### config.mk
export PLATFORM = sky130hd
export DESIGN_NAME = config_line_parser_core
export DESIGN_NICKNAME = d
export VERILOG_FILES = /design/src/clp_pkg.sv /design/src/config_line_parser_core.sv /design/src/clp_step.sv
export SDC_FILE = /design/constraint.sdc
export NUM_CORES = 1
export LEC_CHECK = 0
export ABC_CLOCK_PERIOD_IN_PS = 10400
export BUFFER_PORTS_ARGS = -buffer_cell sky130_fd_sc_hd__buf_2
export CORE_MARGIN = 4
export CORE_UTILIZATION = 60
export DETAILED_ROUTE_END_ITERATION = 16
export HOLD_SLACK_MARGIN = 0.15
export PLACE_DENSITY = 0.87
export SYNTH_ARGS = -nofsm -noshare
export SYNTH_HDL_FRONTEND = slang
export SYNTH_SLANG_ARGS = --single-unit
### constraint.sdc
create_clock -name clk_i -period 10.4 [get_ports clk_i]
set_clock_uncertainty 0.2 [all_clocks]
set_input_delay 2.08 -clock clk_i [delete_from_list [all_inputs] [get_ports clk_i]]
set_output_delay 2.08 -clock clk_i [all_outputs]
set_load 0.03 [all_outputs]
### src/clp_pkg.sv
// Shared types, constants and helper functions of the configuration line parser.
package clp_pkg;

  // Longest line the counters are sized for; counts saturate below it.
  localparam int unsigned LineMaxLen = 4096;
  localparam int unsigned CountW     = 12;
  localparam int unsigned CountCapInt =
      ((LineMaxLen - 1) < 4095) ? (LineMaxLen - 1) : 4095;
  localparam logic [CountW-1:0] CountCap = CountCapInt[CountW-1:0];

  // Configuration register.
  localparam int unsigned KeyLimitW    = 13;
  localparam logic [KeyLimitW-1:0] KeyLimitReset = 13'd256;
  localparam int unsigned AddrW        = 3;
  localparam logic RegIdxKeyLimit      = 1'b0;

  // Stream payload widths.
  localparam int unsigned InDataW  = 8;
  localparam int unsigned OutDataW = 40;
  localparam int unsigned RoleW    = 2;

  // Characters with a special meaning.
  localparam logic [7:0] ChBackslash = 8'h5C;
  localparam logic [7:0] ChSquote    = 8'h27;
  localparam logic [7:0] ChDquote    = 8'h22;
  localparam logic [7:0] ChHash      = 8'h23;
  localparam logic [7:0] ChEquals    = 8'h3D;
  localparam logic [7:0] ChSpace     = 8'h20;

  typedef enum logic [1:0] {
    ROLE_DROP  = 2'd0,
    ROLE_KEY   = 2'd1,
    ROLE_SEP   = 2'd2,
    ROLE_VALUE = 2'd3
  } role_e;

  typedef enum logic [1:0] {
    ST_OK      = 2'd0,
    ST_BLANK   = 2'd1,
    ST_NO_SEP  = 2'd2,
    ST_KEY_LONG = 2'd3
  } status_e;

  // Everything the step logic reports for one character.
  typedef struct packed {
    role_e             role;
    status_e           status;
    logic [CountW-1:0] key_length;
    logic              value_skip_first;
    logic [CountW-1:0] value_length;
  } clp_res_t;

  // Space, tab, newline, vertical tab, form feed and carriage return.
  function automatic logic is_ws(input logic [7:0] c);
    is_ws = (c == ChSpace) || (c inside {[8'h09:8'h0D]});
  endfunction

  function automatic logic is_quote(input logic [7:0] c);
    is_quote = (c == ChSquote) || (c == ChDquote);
  endfunction

endpackage

### src/config_line_parser_core.sv
// Top level of the configuration line parser: stream ports, register port, result register.
//
// The parser takes one character of a shell-style key=value line per transfer and returns
// one result per character, held in a single output register that is loaded on the transfer.
// A new character is taken in every cycle while the output side keeps up; s_axis_tready is
// low only when the output register holds a result that the sink has not yet taken. The
// result of the final character (tlast) carries the line verdict: status, key length,
// whether a leading quote is skipped and the value length. Write key_limit only while the
// block is idle; it is read back at address 0.
module config_line_parser_core (
  input  logic                              clk_i,
  input  logic                              rst_ni,
  // Input stream.
  input  logic                              s_axis_tvalid,
  output logic                              s_axis_tready,
  input  logic [clp_pkg::InDataW-1:0]       s_axis_tdata,   // [7:0] in_byte
  input  logic                              s_axis_tlast,
  // Result stream.
  output logic                              m_axis_tvalid,
  input  logic                              m_axis_tready,
  // [7:0] out_byte, [9:8] status, [21:10] key_length, [22] value_skip_first,
  // [34:23] value_length, [39:35] zero
  output logic [clp_pkg::OutDataW-1:0]      m_axis_tdata,
  output logic [clp_pkg::RoleW-1:0]         m_axis_tuser,   // [1:0] role
  output logic                              m_axis_tlast,
  // Register port.
  input  logic                              psel,
  input  logic                              penable,
  input  logic                              pwrite,
  input  logic [clp_pkg::AddrW-1:0]         paddr,
  input  logic [31:0]                       pwdata,
  output logic [31:0]                       prdata,
  output logic                              pready
);
  import clp_pkg::*;

  logic [KeyLimitW-1:0] key_limit_q;
  logic                 take;
  clp_res_t             res;
  logic                 ovalid_q;
  logic [7:0]           obyte_q;
  logic                 olast_q;
  clp_res_t             ores_q;

  // Register port: writes complete in the access cycle, no wait states.
  assign pready = 1'b1;
  assign prdata = (paddr[2] == RegIdxKeyLimit) ?
                  {{(32-KeyLimitW){1'b0}}, key_limit_q} : 32'd0;

  always_ff @(posedge clk_i or negedge rst_ni) begin
    if (!rst_ni) begin
      key_limit_q <= KeyLimitReset;
    end else if (psel && penable && pwrite && paddr[2] == RegIdxKeyLimit) begin
      key_limit_q <= pwdata[KeyLimitW-1:0];
    end
  end

  // Accept whenever the result register is free or being emptied this cycle.
  assign s_axis_tready = !ovalid_q || m_axis_tready;
  assign take          = s_axis_tvalid && s_axis_tready;

  clp_step u_step (
    .clk_i       (clk_i),
    .rst_ni      (rst_ni),
    .take_i      (take),
    .byte_i      (s_axis_tdata[7:0]),
    .last_i      (s_axis_tlast),
    .key_limit_i (key_limit_q),
    .res_o       (res)
  );

  // Result register.
  always_ff @(posedge clk_i or negedge rst_ni) begin
    if (!rst_ni) begin
      ovalid_q <= 1'b0;
    end else if (s_axis_tready) begin
      ovalid_q <= s_axis_tvalid;
    end
  end

  always_ff @(posedge clk_i) begin
    if (take) begin
      obyte_q <= s_axis_tdata[7:0];
      olast_q <= s_axis_tlast;
      ores_q  <= res;
    end
  end

  assign m_axis_tvalid = ovalid_q;
  assign m_axis_tlast  = olast_q;
  assign m_axis_tuser  = ores_q.role;
  assign m_axis_tdata  = {5'd0, ores_q.value_length, ores_q.value_skip_first,
                          ores_q.key_length, ores_q.status, obyte_q};

endmodule

### src/clp_step.sv
// Per-character line state: unescape, comment cut, key/value split and verdict.
module clp_step (
  input  logic                           clk_i,
  input  logic                           rst_ni,
  input  logic                           take_i,
  input  logic [7:0]                     byte_i,
  input  logic                           last_i,
  input  logic [clp_pkg::KeyLimitW-1:0]  key_limit_i,
  output clp_pkg::clp_res_t              res_o
);
  import clp_pkg::*;

  logic              esc_q, esc_d;
  logic              sq_q, sq_d;
  logic              dq_q, dq_d;
  logic              ws_q, ws_d;
  logic              cut_q, cut_d;
  logic              text_q, text_d;
  logic              sep_q, sep_d;
  logic [CountW-1:0] key_q, key_d;
  logic [CountW-1:0] val_q, val_d;
  logic [CountW-1:0] kept_q, kept_d;
  logic              lastq_q, lastq_d;
  logic              firstq_q, firstq_d;

  logic              pass;
  logic              through;
  logic              sp;
  role_e             role;
  logic [CountW-1:0] kept;
  logic              skip;

  // Unescape, quote tracking and comment stages.
  always_comb begin
    esc_d   = esc_q;
    sq_d    = sq_q;
    dq_d    = dq_q;
    ws_d    = ws_q;
    cut_d   = cut_q;
    pass    = 1'b0;
    through = 1'b0;
    if (!cut_q) begin
      if (byte_i == ChBackslash && !esc_q) begin
        esc_d = 1'b1;
      end else begin
        esc_d = 1'b0;
        pass  = 1'b1;
      end
    end
    if (pass) begin
      through = 1'b1;
      if (sq_q && byte_i != ChSquote) begin
        through = 1'b1;
      end else if (dq_q && byte_i != ChDquote) begin
        through = 1'b1;
      end else if (byte_i == ChSquote) begin
        sq_d = ~sq_q;
        ws_d = 1'b0;
      end else if (byte_i == ChDquote) begin
        dq_d = ~dq_q;
        ws_d = 1'b0;
      end else if (byte_i == ChHash) begin
        if (ws_q) begin
          cut_d   = 1'b1;
          through = 1'b0;
        end
      end else begin
        ws_d = is_ws(byte_i);
      end
    end
  end

  // Parse stage: leading space skip, key, separator and value candidates.
  always_comb begin
    sp       = is_ws(byte_i);
    text_d   = text_q;
    sep_d    = sep_q;
    key_d    = key_q;
    val_d    = val_q;
    kept_d   = kept_q;
    lastq_d  = lastq_q;
    firstq_d = firstq_q;
    role     = ROLE_DROP;
    if (through && (text_q || !sp)) begin
      text_d = 1'b1;
      if (!sep_q) begin
        if (byte_i == ChEquals) begin
          sep_d = 1'b1;
          role  = ROLE_SEP;
        end else begin
          if (key_q < CountCap) begin
            key_d = key_q + 1'b1;
          end
          role = ROLE_KEY;
        end
      end else begin
        if (val_q == '0) begin
          firstq_d = is_quote(byte_i);
        end
        if (val_q < CountCap) begin
          val_d = val_q + 1'b1;
        end
        if (!sp) begin
          kept_d  = val_d;
          lastq_d = is_quote(byte_i);
        end
        role = ROLE_VALUE;
      end
    end
  end

  // Verdict of the whole line, shown on the final character only.
  always_comb begin
    kept = kept_d - {{(CountW-1){1'b0}}, (lastq_d && kept_d != '0)};
    skip = firstq_d && (kept != '0);
    res_o                  = '0;
    res_o.role             = role;
    res_o.status           = ST_OK;
    if (last_i) begin
      if (!text_d) begin
        res_o.status = ST_BLANK;
      end else if (!sep_d) begin
        res_o.status = ST_NO_SEP;
      end else if ({1'b0, key_d} >= key_limit_i) begin
        res_o.status     = ST_KEY_LONG;
        res_o.key_length = key_d;
      end else begin
        res_o.key_length       = key_d;
        res_o.value_skip_first = skip;
        res_o.value_length     = kept - {{(CountW-1){1'b0}}, skip};
      end
    end
  end

  // Line state advances on each transfer and clears after the final character.
  always_ff @(posedge clk_i or negedge rst_ni) begin
    if (!rst_ni) begin
      esc_q    <= 1'b0;
      sq_q     <= 1'b0;
      dq_q     <= 1'b0;
      ws_q     <= 1'b1;
      cut_q    <= 1'b0;
      text_q   <= 1'b0;
      sep_q    <= 1'b0;
      key_q    <= '0;
      val_q    <= '0;
      kept_q   <= '0;
      lastq_q  <= 1'b0;
      firstq_q <= 1'b0;
    end else if (take_i) begin
      if (last_i) begin
        esc_q    <= 1'b0;
        sq_q     <= 1'b0;
        dq_q     <= 1'b0;
        ws_q     <= 1'b1;
        cut_q    <= 1'b0;
        text_q   <= 1'b0;
        sep_q    <= 1'b0;
        key_q    <= '0;
        val_q    <= '0;
        kept_q   <= '0;
        lastq_q  <= 1'b0;
        firstq_q <= 1'b0;
      end else begin
        esc_q    <= esc_d;
        sq_q     <= sq_d;
        dq_q     <= dq_d;
        ws_q     <= ws_d;
        cut_q    <= cut_d;
        text_q   <= text_d;
        sep_q    <= sep_d;
        key_q    <= key_d;
        val_q    <= val_d;
        kept_q   <= kept_d;
        lastq_q  <= lastq_d;
        firstq_q <= firstq_d;
      end
    end
  end

endmodule

# After elaboration in Yosys (flattened, before gate mapping)
# Cells that the tools add are included.
[totals] regBits=97 in_bits=51 out_inout_bits=78 word_cells=159
[classes] n_addsub=4 magnitude_cmp=5 n_eq_ne=14 muxes=71 bitwise=6 n_reduce_logical=37
[op_table] op="two-way mux 12 bit" count=13
[op_table] op="two-way mux 1 bit" count=53
[op_table] op="== test 8 x 6 -> 1 bit, second input constant" count=5
[op_table] op="adder 12 x 1 -> 12 bit, second input constant" count=2
[op_table] op="less-than comparator 12 bit, second input constant" count=2
[op_table] op="nonzero test 12 bit" count=2
[op_table] op="subtractor 12 x 1 -> 12 bit" count=2
[op_table] op="inequality test 8 x 6 -> 1 bit, second input constant" count=2
[op_table] op="nonzero test 2 bit" count=7
[op_table] op=">= comparator 12 x 13 -> 1 bit" count=1
[op_table] op="two-way mux 13 bit" count=1
[op_table] op="zero test 12 bit" count=1
[op_table] op="logical AND 1 bit" count=11
[op_table] op="inequality test 2 bit, second input constant" count=5
[op_table] op="AND reduction 5 bit" count=2
[op_table] op="== test 8 x 7 -> 1 bit, second input constant" count=1
[op_table] op=">= comparator 8 x 4 -> 1 bit, second input constant" count=1
[op_table] op="less-or-equal comparator 8 x 4 -> 1 bit, second input constant" count=1
[op_table] op="two-way mux 2 bit" count=4
[op_table] op="AND reduction 8 bit" count=1
[op_table] op="inverter 1 bit" count=6
[op_table] op="AND reduction 3 bit" count=2
[op_table] op="AND reduction 6 bit" count=1
[op_table] op="logical OR 1 bit" count=4
[op_table] op="4 further kinds" count=7

# Longest topological paths before layout
# Gate-level depths: netlist (run 1).
[logic_depth] ltp_word=15 ltp_mapped=26 mapped_depth_nobuf=25

# Modules after synthesis
# A second synthesis (run 1) with hierarchy kept.
[unflattened] cells_unflattened=646 hier_area_um2=6361.1
[by_module_without_submodules] module="clp_step" n_inst=1 cells_per_inst=535 area_each_um2=4346.7 seq_area_each_um2=1127.3
[by_module_without_submodules] module="config_line_parser_core" n_inst=1 cells_per_inst=111 area_each_um2=2014.4 seq_area_each_um2=1492.7

# Least setup slack after synthesis (run 1)
# Ideal clock, no wire load.
[synth_path] kind="input -> register" startpoint="input port s_axis_tdata[2] (netlist name)" endpoint="register ores_q, in the netlist m_axis_tdata[31], data pin" setup_time_ps=266 t_arrival_ps=6668 t_required_ps=9934 slack_ps=3266 path_stages=24 path_buffers=1 path_cell_list="or4b_1 > a21oi_2 > o21ai_2 > nand2_1 > buf_2 > nand2_1 > o21ai_0 > nand4b_1 > nor2_1 > nor3_1 > ha_1 > nor4b_1 > nand2_1 > o2bb2ai_2 > a211oi_1 > nor3_2 > nand4_1 > o41a_1 > ha_1 > ha_1 > nor4b_2 > nand3_1 > xnor2_1 > nor2_1"
[synth_via] elab_chain_len=15 elab_cells_between_ends=53 classes_between="2 x add/sub; 3 x order compare; 8 x eq/ne; 24 x mux; 2 x bitwise; 14 x reduce/logical"
[synth_lines] item="from (decl)" line_no="config_line_parser_core.sv:16" rtl="input logic [clp_pkg::InDataW-1:0] s_axis_tdata,"
[synth_lines] item="== test 8 x 6 -> 1 bit" line_no="clp_step.sv:62" rtl="end else if (byte_i == ChHash) begin"
[synth_lines] item="two-way mux 1 bit" line_no="clp_step.sv:62"
[synth_lines] item="two-way mux 1 bit" line_no="clp_step.sv:59" rtl="end else if (byte_i == ChDquote) begin"
[synth_lines] item="two-way mux 1 bit" line_no="clp_step.sv:56" rtl="end else if (byte_i == ChSquote) begin"
[synth_lines] item="two-way mux 1 bit" line_no="clp_step.sv:54" rtl="end else if (dq_q && byte_i != ChDquote) begin"
[synth_lines] item="two-way mux 1 bit" line_no="clp_step.sv:52" rtl="if (sq_q && byte_i != ChSquote) begin"
[synth_lines] item="two-way mux 1 bit" line_no="clp_step.sv:50" rtl="if (pass) begin"
[synth_lines] item="logical AND 1 bit" line_no="clp_step.sv:84" rtl="if (through && (text_q || !sp)) begin"
[synth_lines] item="two-way mux 12 bit" line_no="clp_step.sv:84"
[synth_lines] item="nonzero test 12 bit" line_no="clp_step.sv:114" rtl="kept = kept_d - {{(CountW-1){1'b0}}, (lastq_d && kept_d != '0)};"
[synth_lines] item="logical AND 1 bit" line_no="clp_step.sv:114"
[synth_lines] item="subtractor 12 x 1 -> 12 bit" line_no="clp_step.sv:114"
[synth_lines] item="nonzero test 12 bit" line_no="clp_step.sv:115" rtl="skip = firstq_d && (kept != '0);"
[synth_lines] item="logical AND 1 bit (*)" line_no="clp_step.sv:115"
[synth_lines] item="named net u_step.skip" line_no="clp_step.sv:31" rtl="logic skip;"
[synth_lines] item="subtractor 12 x 1 -> 12 bit (*)" line_no="clp_step.sv:130" rtl="res_o.value_length = kept - {{(CountW-1){1'b0}}, skip};"
[synth_lines] item="to (signal assigned)" line_no="config_line_parser_core.sv:85" rtl="ores_q <= res;"
[synth_lines] item="to (decl)" line_no="config_line_parser_core.sv:43" rtl="clp_res_t ores_q;"
# Mark *: on every way through the listed nets, which the timed path passes. The rest lies on a longest branch.
# A chain may end at the register's enable or synchronous reset.

# Final worst setup path (run 1)
[layout_path] startpoint="input port s_axis_tdata[2] (netlist name)" endpoint="register ores_q, in the netlist m_axis_tdata[29], data pin"
# The elaborated chain is that of the path after synthesis.

==> results of run 1 <==
## stage by stage
step,utilization,cells,hold WS (ns)
floorplan,-,662,0.250
global placement,0.659,833,0.267
detailed placement,0.659,833,0.275
CTS,0.680,849,0.298
global route,0.680,849,0.328
finish,0.680,849,0.297
## cell usage after synthesis, types with 7 or more instances
cell type   n  area, sq um
a22o_1     10         87.6
o31ai_1     8         60.1
a21oi_1    25          125
a21o_1      8         60.1
inv_1      23         86.3
edfxtp_1   38         1140
nand4_1    11         68.8
clkbuf_1   13         48.8
and3_1     12         75.1
ha_1       20          250
nand2_1    60          225
nand2b_1    7         43.8
nor2_1     72          270
o21ai_0    43          215
dfrtp_1    57         1430
nor3_1      8         40.0
xnor2_1    18          158
mux2_2     15          169
nand3_1    20          100
and2_1     17          106
buf_4      25          188
xor2_1      9         78.8
## area by class of cell
class	instances	share of cell area
inverter	23	0.0129
tap	133	0.0249
timing repair buffer	85	0.0649
clock inverter	7	0.0114
sequential	97	0.393
clock buffer	9	0.0186
multi-input combinational	495	0.475
## critical path: stages
cell	delay, ns
buf_2	0.14
nor4bb_1	0.16
a31oi_1	0.24
and3_1	0.33
nand2_1	0.44
o21ai_0	0.55
nand4b_1	0.19
nor2_1	0.05
nor3_1	0.22
ha_1	0.31
nor4b_1	0.59
nand2_1	0.26
o2bb2ai_2	0.29
a211oi_1	0.12
nor3_2	0.27
nand4_1	0.24
o41a_1	0.49
ha_1	0.21
ha_1	0.21
nor4b_2	0.19
nand2_1	0.13
xnor2_1	0.12
nor2_1	0.05
## sequential cells by signal, indices dropped and copies added, names as in the netlist
name,count
u_step.sep_q,1
m_axis_tdata,27
u_step.firstq_q,1
u_step.kept_q,12
m_axis_tuser,2
m_axis_tlast,1
u_step.esc_q,1
u_step.key_q,12
u_step.val_q,12
u_step.ws_q,1
u_step.lastq_q,1
u_step.text_q,1
key_limit_q,13
obyte_q,8
u_step.dq_q,1
m_axis_tvalid,1
u_step.sq_q,1
u_step.cut_q,1
## power groups by stage
| stage | Combinational [W] | Clock, W | Sequential (W) |
|---|---|---|---|
| 2_1_floorplan | 0.0000943 | 0 | 0.000452 |
| 6_report | 0.000142 | 0.000257 | 0.000432 |
| 5_1_grt | 0.000156 | 0.000280 | 0.000434 |
| 3_3_place_gp | 0.000139 | 0 | 0.000439 |
| 3_5_place_dp | 0.000143 | 0 | 0.000440 |
| 4_1_cts | 0.000143 | 0.000262 | 0.000432 |
## layer usage
| metal | global-route usage | part of all wire | up-vias |
|---|---|---|---|
| li1 | - | - | 2412 |
| met2 | 0.408 | 0.48 | 190 |
| met4 | 0.0694 | 0.011 | 0 |
| met1 | 0.335 | 0.44 | 2443 |
| met5 | 0 | 0 | - |
| met3 | 0.0474 | 0.067 | 14 |
## path summary, 6_finish.rpt
check,startpoint,endpoint,slack [ns],depth (start not counted)
setup reg to reg,u_step.val_q[6],m_axis_tdata[29],3.75,23
hold reg to reg,u_step.kept_q[0],u_step.kept_q[0],0.30,2
hold / removal,u_step.kept_q[0],u_step.kept_q[0],0.30,2
max in group asynchronous,rst_ni,u_step.key_q[3],7.87,2
min in group asynchronous,rst_ni,u_step.kept_q[7],1.65,2
setup / recovery,s_axis_tdata[2],m_axis_tdata[29],2.42,23
## cell families after synthesis
logic type / Yosys count / synth area share
other cells: 2 / 0.00123
fa+ha+maj: 20 / 0.0411
flops: 97 / 0.430
mux: 23 / 0.0436
simple gates: 256 / 0.223
xor+xnor: 27 / 0.0388
buf+inv: 70 / 0.0635
compound gates: 144 / 0.158
==> run_results.csv, run 1 <==
group,metric,value,unit
global_route,antenna_found_initial,0,
place,dp_slack,2.17,ns
yosys,avgSynthCellArea,9.53,sq um
critical_path,worst_ep_required_time,10.31,ns
worst_hold_path,hold_class,"flop to flop",
timing,slew_headroom,0.419,
power_and_ir_drop,power,0.000831,W
timing,finalMaxSlewViolations,0,
timing,setup_viol,0,
floorplanning,initial_core_util,0.620,
routing,num_vias,5059,
global_route,overflow,0,
clock_network,cts_htree_levels,3,
cells_and_area,fillers,788,
yosys,yosys_most_used_dff,"dfrtp_1",
global_route,grt_pass1_wl,23.2,mm
clock_network,clock_latency,0.38,ns
clock_network,root_buffer,"clkbuf_8",
clock_network,clock_path_buffers,2,
timing,hold_viol,0,
floorplanning,rows,36,
floorplanning,die_h,109,um
floorplanning,die_w,109,um
run_status,status,"finished, final reports clean",
yosys,synthArstFlopShare,0.608,
timing,fin_crit_sh,0.767,
critical_path,cp-start-kind,"primary input",
power_and_ir_drop,p_sw_frac,0.301,
cells_and_area,drive_gt1_frac,0.193,
floorplanning,core,9820,sq um
place,dpl.hpwl,10.5,mm
global_route,grt_pass1_vias,4818,
yosys,synth_cell_types,79,
yosys,synth_warnings,0,
run,cap_violations,0,
power_and_ir_drop,pwr_density_cell,125,nW/um^2
routing,dr.pass1.iters,5,
cells_and_area,stdcell_area,6670,sq um
routing,viasPerCell,5.96,
power_and_ir_drop,switchingPower,0.000250,W
timing,period_minus_slack,7.98,ns
cells_and_area,area_growth,9.62,%
power_and_ir_drop,seq_power_share,0.520,
yosys,synth_edf_count,38,
routing,postRouteWirelength,14.2,mm
clock_network,post-cts-setup-buffers,0,
yosys,netlist_area,6090,sq um
floorplanning,io_pins,129,
timing,rsz0062_at_grt,"false",
timing,timing.final.ws_setup,2.42,ns
cells_and_area,mostFrequentLayoutCell,"buf_2",
yosys,synth_seq_cells,97,
clock_network,clk_pin_slew,0.09,ns
routing,drt_iter0_drc,396,
clock_network,clock_sinks,97,
timing,tns,0,ns
power_and_ir_drop,internal_power,0.000581,W
power_and_ir_drop,vdd_drop_max,0.0868,mV
cells_and_area,final_cell_mix,"82 x buf_2, 72 x nor2_1, 60 x nand2_1",
timing,worstMarginPinSlew,0.860,ns
power_and_ir_drop,power_frac_comb,0.171,
clock_network,cts_resized,0,
clock_network,cts_hold_buf,0,
power_and_ir_drop,cellLeakagePower,2.93,nW
global_route,grt_max_degree,60,
place,io_buffers,82,
place,place_area,6470,sq um
timing,fmax,125,MHz
cells_and_area,regArea,2620,sq um
cells_and_area,multi_input_area,3170,sq um
yosys,syn_inst,639,
power_and_ir_drop,pwr-share-clk,0.309,
floorplanning,dieArea,11800,sq um
clock_network,cts_buffers,9,
routing,post_drt_wl_per_cell,16.7,um
cells_and_area,n_antenna_cell,0,
routing,drc,0,
critical_path,cp_max_fo,19,
routing,ant_nets,0,
place,gp_congestion,0.891,
yosys,yosysSeqAreaShare,0.430,
clock_network,cts_tree,"done",
critical_path,critPathKind,"primary input to flop",
cells_and_area,finish.net_count,782,
global_route,grtUsageTotal,0.247,
critical_path,cp.arrival,7.89,ns
critical_path,crit_path_end_kind,"flop",
Power figures use the tool's default switching activity.
==> inputs of run 2 (changes only) <==
ABC_CLOCK_PERIOD_IN_PS = 7810   (was 10400)
CORE_UTILIZATION = 56   (was 60)
PLACE_DENSITY = 0.82   (was 0.87)
clock period = 7.81 ns   (was 10.4 ns; I/O delays follow)
==> run 2 against run 1 <==
Highest routed layer unchanged. Clock-buffer cell count is 3 higher. Flip-flop and latch count stayed put. Sequential power is 33% higher. First-iteration DRC count is 13% higher. Sequential share of layout area is 0.35 points lower. Die area is 6.6% higher. Clock power is 38% higher.
==> run_results.csv, run 2 (same netlist as run 1, synthesis figures left out) <==
group,metric,value,unit
critical_path,cp_max_fo,11,
power_and_ir_drop,vdd_drop_max,0.115,mV
routing,drt_iter0_drc,449,
timing,rsz0062_at_grt,"false",
timing,fin_crit_sh,0.864,
critical_path,r2r-start,"u_step.val_q[7]",
timing,fmax,148,MHz
timing,setup_viol,0,
cells_and_area,fillers,902,
place,dpl.hpwl,10.7,mm
floorplanning,rows,37,
clock_network,cts_hold_buf,0,
power_and_ir_drop,pwr_density_cell,167,nW/um^2
critical_path,crit_start,"s_axis_tdata[2]",
floorplanning,initial_core_util,0.582,
place,io_buffers,82,
clock_network,cts_htree_levels,3,
routing,viasPerCell,5.96,
cells_and_area,n_antenna_cell,0,
global_route,antenna_found_initial,0,
critical_path,worst_ep_required_time,7.72,ns
global_route,grt_max_degree,60,
worst_hold_path,hold_class,"flop to flop",
cells_and_area,area_growth,10.6,%
timing,period_minus_slack,6.74,ns
cells_and_area,drive_gt1_frac,0.199,
critical_path,setup.worst_path.end,"m_axis_tdata[31]",
global_route,grt_pass1_wl,23.4,mm
timing,tns,0,ns
floorplanning,die_h,112,um
global_route,grt_pass1_vias,4776,
timing,hold_viol,0,
clock_network,root_buffer,"clkbuf_8",
critical_path,path_cells,"buf_2 > or4b_1 > a21oi_2 > o21ai_2 > nand2_1 > a21oi_1 > nand4b_1 > nor2_1 > nor3_1 > ha_1 > nor4b_1 > nand2_1 > o2bb2ai_2 > nand2_1 > o211ai_2 > nand4_1 > o41a_1 > ha_1 > ha_1 > nor4b_2 > nand3_1 > xnor2_1 > nor2_1",
place,gp_congestion,0.891,
power_and_ir_drop,cellLeakagePower,2.96,nW
cells_and_area,final_cells,858,
cells_and_area,finish.net_count,788,
critical_path,r2r-end,"m_axis_tdata[31]",
clock_network,post-cts-setup-buffers,0,
global_route,grtUsageTotal,0.228,
cells_and_area,largest_reg_flops,27,
timing,finalMaxSlewViolations,0,
clock_network,clock_path_buffers,2,
global_route,grt_most_used_layer,"met2",
routing,num_vias,5117,
critical_path,cpMaxStageDelayCell,"or4b_1",
routing,post_drt_wl_per_cell,17.0,um
floorplanning,dieArea,12600,sq um
clock_network,cts_tree,"done",
floorplanning,core,10500,sq um
critical_path,crit_path_end_kind,"flop",
run,cap_violations,0,
run_status,status,"finished, final reports clean",
routing,postRouteWirelength,14.6,mm
critical_path,cp-start-kind,"primary input",
routing,dr.pass1.iters,5,
clock_network,clock_latency,0.37,ns
timing,worstMarginPinSlew,0.780,ns
global_route,grt_use_met1,0.300,
critical_path,worstRegToRegCells,23,
routing,drc,0,
critical_path,critPathKind,"primary input to flop",
critical_path,reg2reg_setup_slack,1.78,ns
timing,slew_headroom,0.480,
critical_path,cp.arrival,6.66,ns
routing,ant_nets,0,
clock_network,cts_resized,0,
cells_and_area,final_cell_mix,"82 x buf_2, 72 x nor2_1, 60 x nand2_1",
cells_and_area,mostFrequentLayoutCell,"buf_2",
place,placed_cells,842,
clock_network,clk_pin_slew,0.09,ns
global_route,grt_util_met2,0.382,
clock_network,clock_sinks,97,
critical_path,max_stage_delay,0.56,ns
floorplanning,die_w,112,um
floorplanning,io_pins,129,
global_route,overflow,0,
global_route,grtUsageMet3,0.0367,
clock_network,cts_buffers,9,
-- run 2: cell types whose count changed in the layout (fill, tap and decap cells not counted), sizes merged --
cell	before	now
buf	85	91
clkinv	4	1
clkbuf	9	12
-- run 2: worst min path at each step --
stage	depth (start not counted)	to	start	slack [ns]
final	2	u_step.kept_q[10]	u_step.kept_q[10]	0.30
after global routing	1	key_limit_q[3]	key_limit_q[3]	0.33
after CTS	2	u_step.kept_q[0]	u_step.kept_q[0]	0.30
after detailed placement	2	u_step.kept_q[0]	u_step.kept_q[0]	0.28
after global placement	2	u_step.kept_q[0]	u_step.kept_q[0]	0.27
after floorplan	2	u_step.kept_q[0]	u_step.kept_q[0]	0.25
-- run 2: routing by layer --
metal  routed length [um]  vias to the layer above
met3                 1080                       23
met4                  247                        0
met1                 6290                     2461
met2                 6980                      212
li1                     -                     2421
met5                    0                        -
-- run 2: final cells by class --
| type | instances | area [sq um] | area share |
|---|---|---|---|
| flip-flops and latches | 97 | 2620 | 0.389 |
| clock buffers | 12 | 155 | 0.0230 |
| multi-input cells | 495 | 3170 | 0.470 |
| inverters | 23 | 86.3 | 0.0128 |
| well taps | 136 | 170 | 0.0253 |
| repair buffers | 91 | 478 | 0.0710 |
| clock inverters | 4 | 56.3 | 0.00836 |
-- run 2: critical path, delay by kind of cell --
kind / cells / cell delay, ns
fa+ha+maj: 3 / 0.72
simple gates: 12 / 2.58
buf+inv: 1 / 0.15
compound gates: 6 / 1.51
xor+xnor: 1 / 0.12
-- run 2: power by group --
group | leakage (nW) | switching [W] | internal, W
sequential | 1.16 | 0.0000162 | 0.000560
combinational | 1.70 | 0.000130 | 0.0000630
clock | 0.108 | 0.000185 | 0.000169
total | 2.96 | 0.000331 | 0.000792
-- run 2: through the flow --
step | hold WS, ns | area [sq um] | utilization | total power, W | setup slack [ns]
4_1_cts | 0.299 | 6730 | 0.644 | 0.00113 | 1.08
2_1_floorplan | 0.250 | 6170 | - | 0.000728 | 1.19
3_3_place_gp | 0.268 | 6520 | 0.623 | 0.000770 | 0.868
6_report | 0.300 | 6730 | 0.644 | 0.00112 | 1.07
3_5_place_dp | 0.277 | 6520 | 0.623 | 0.000779 | 0.678
5_1_grt | 0.329 | 6730 | 0.644 | 0.00117 | 0.429
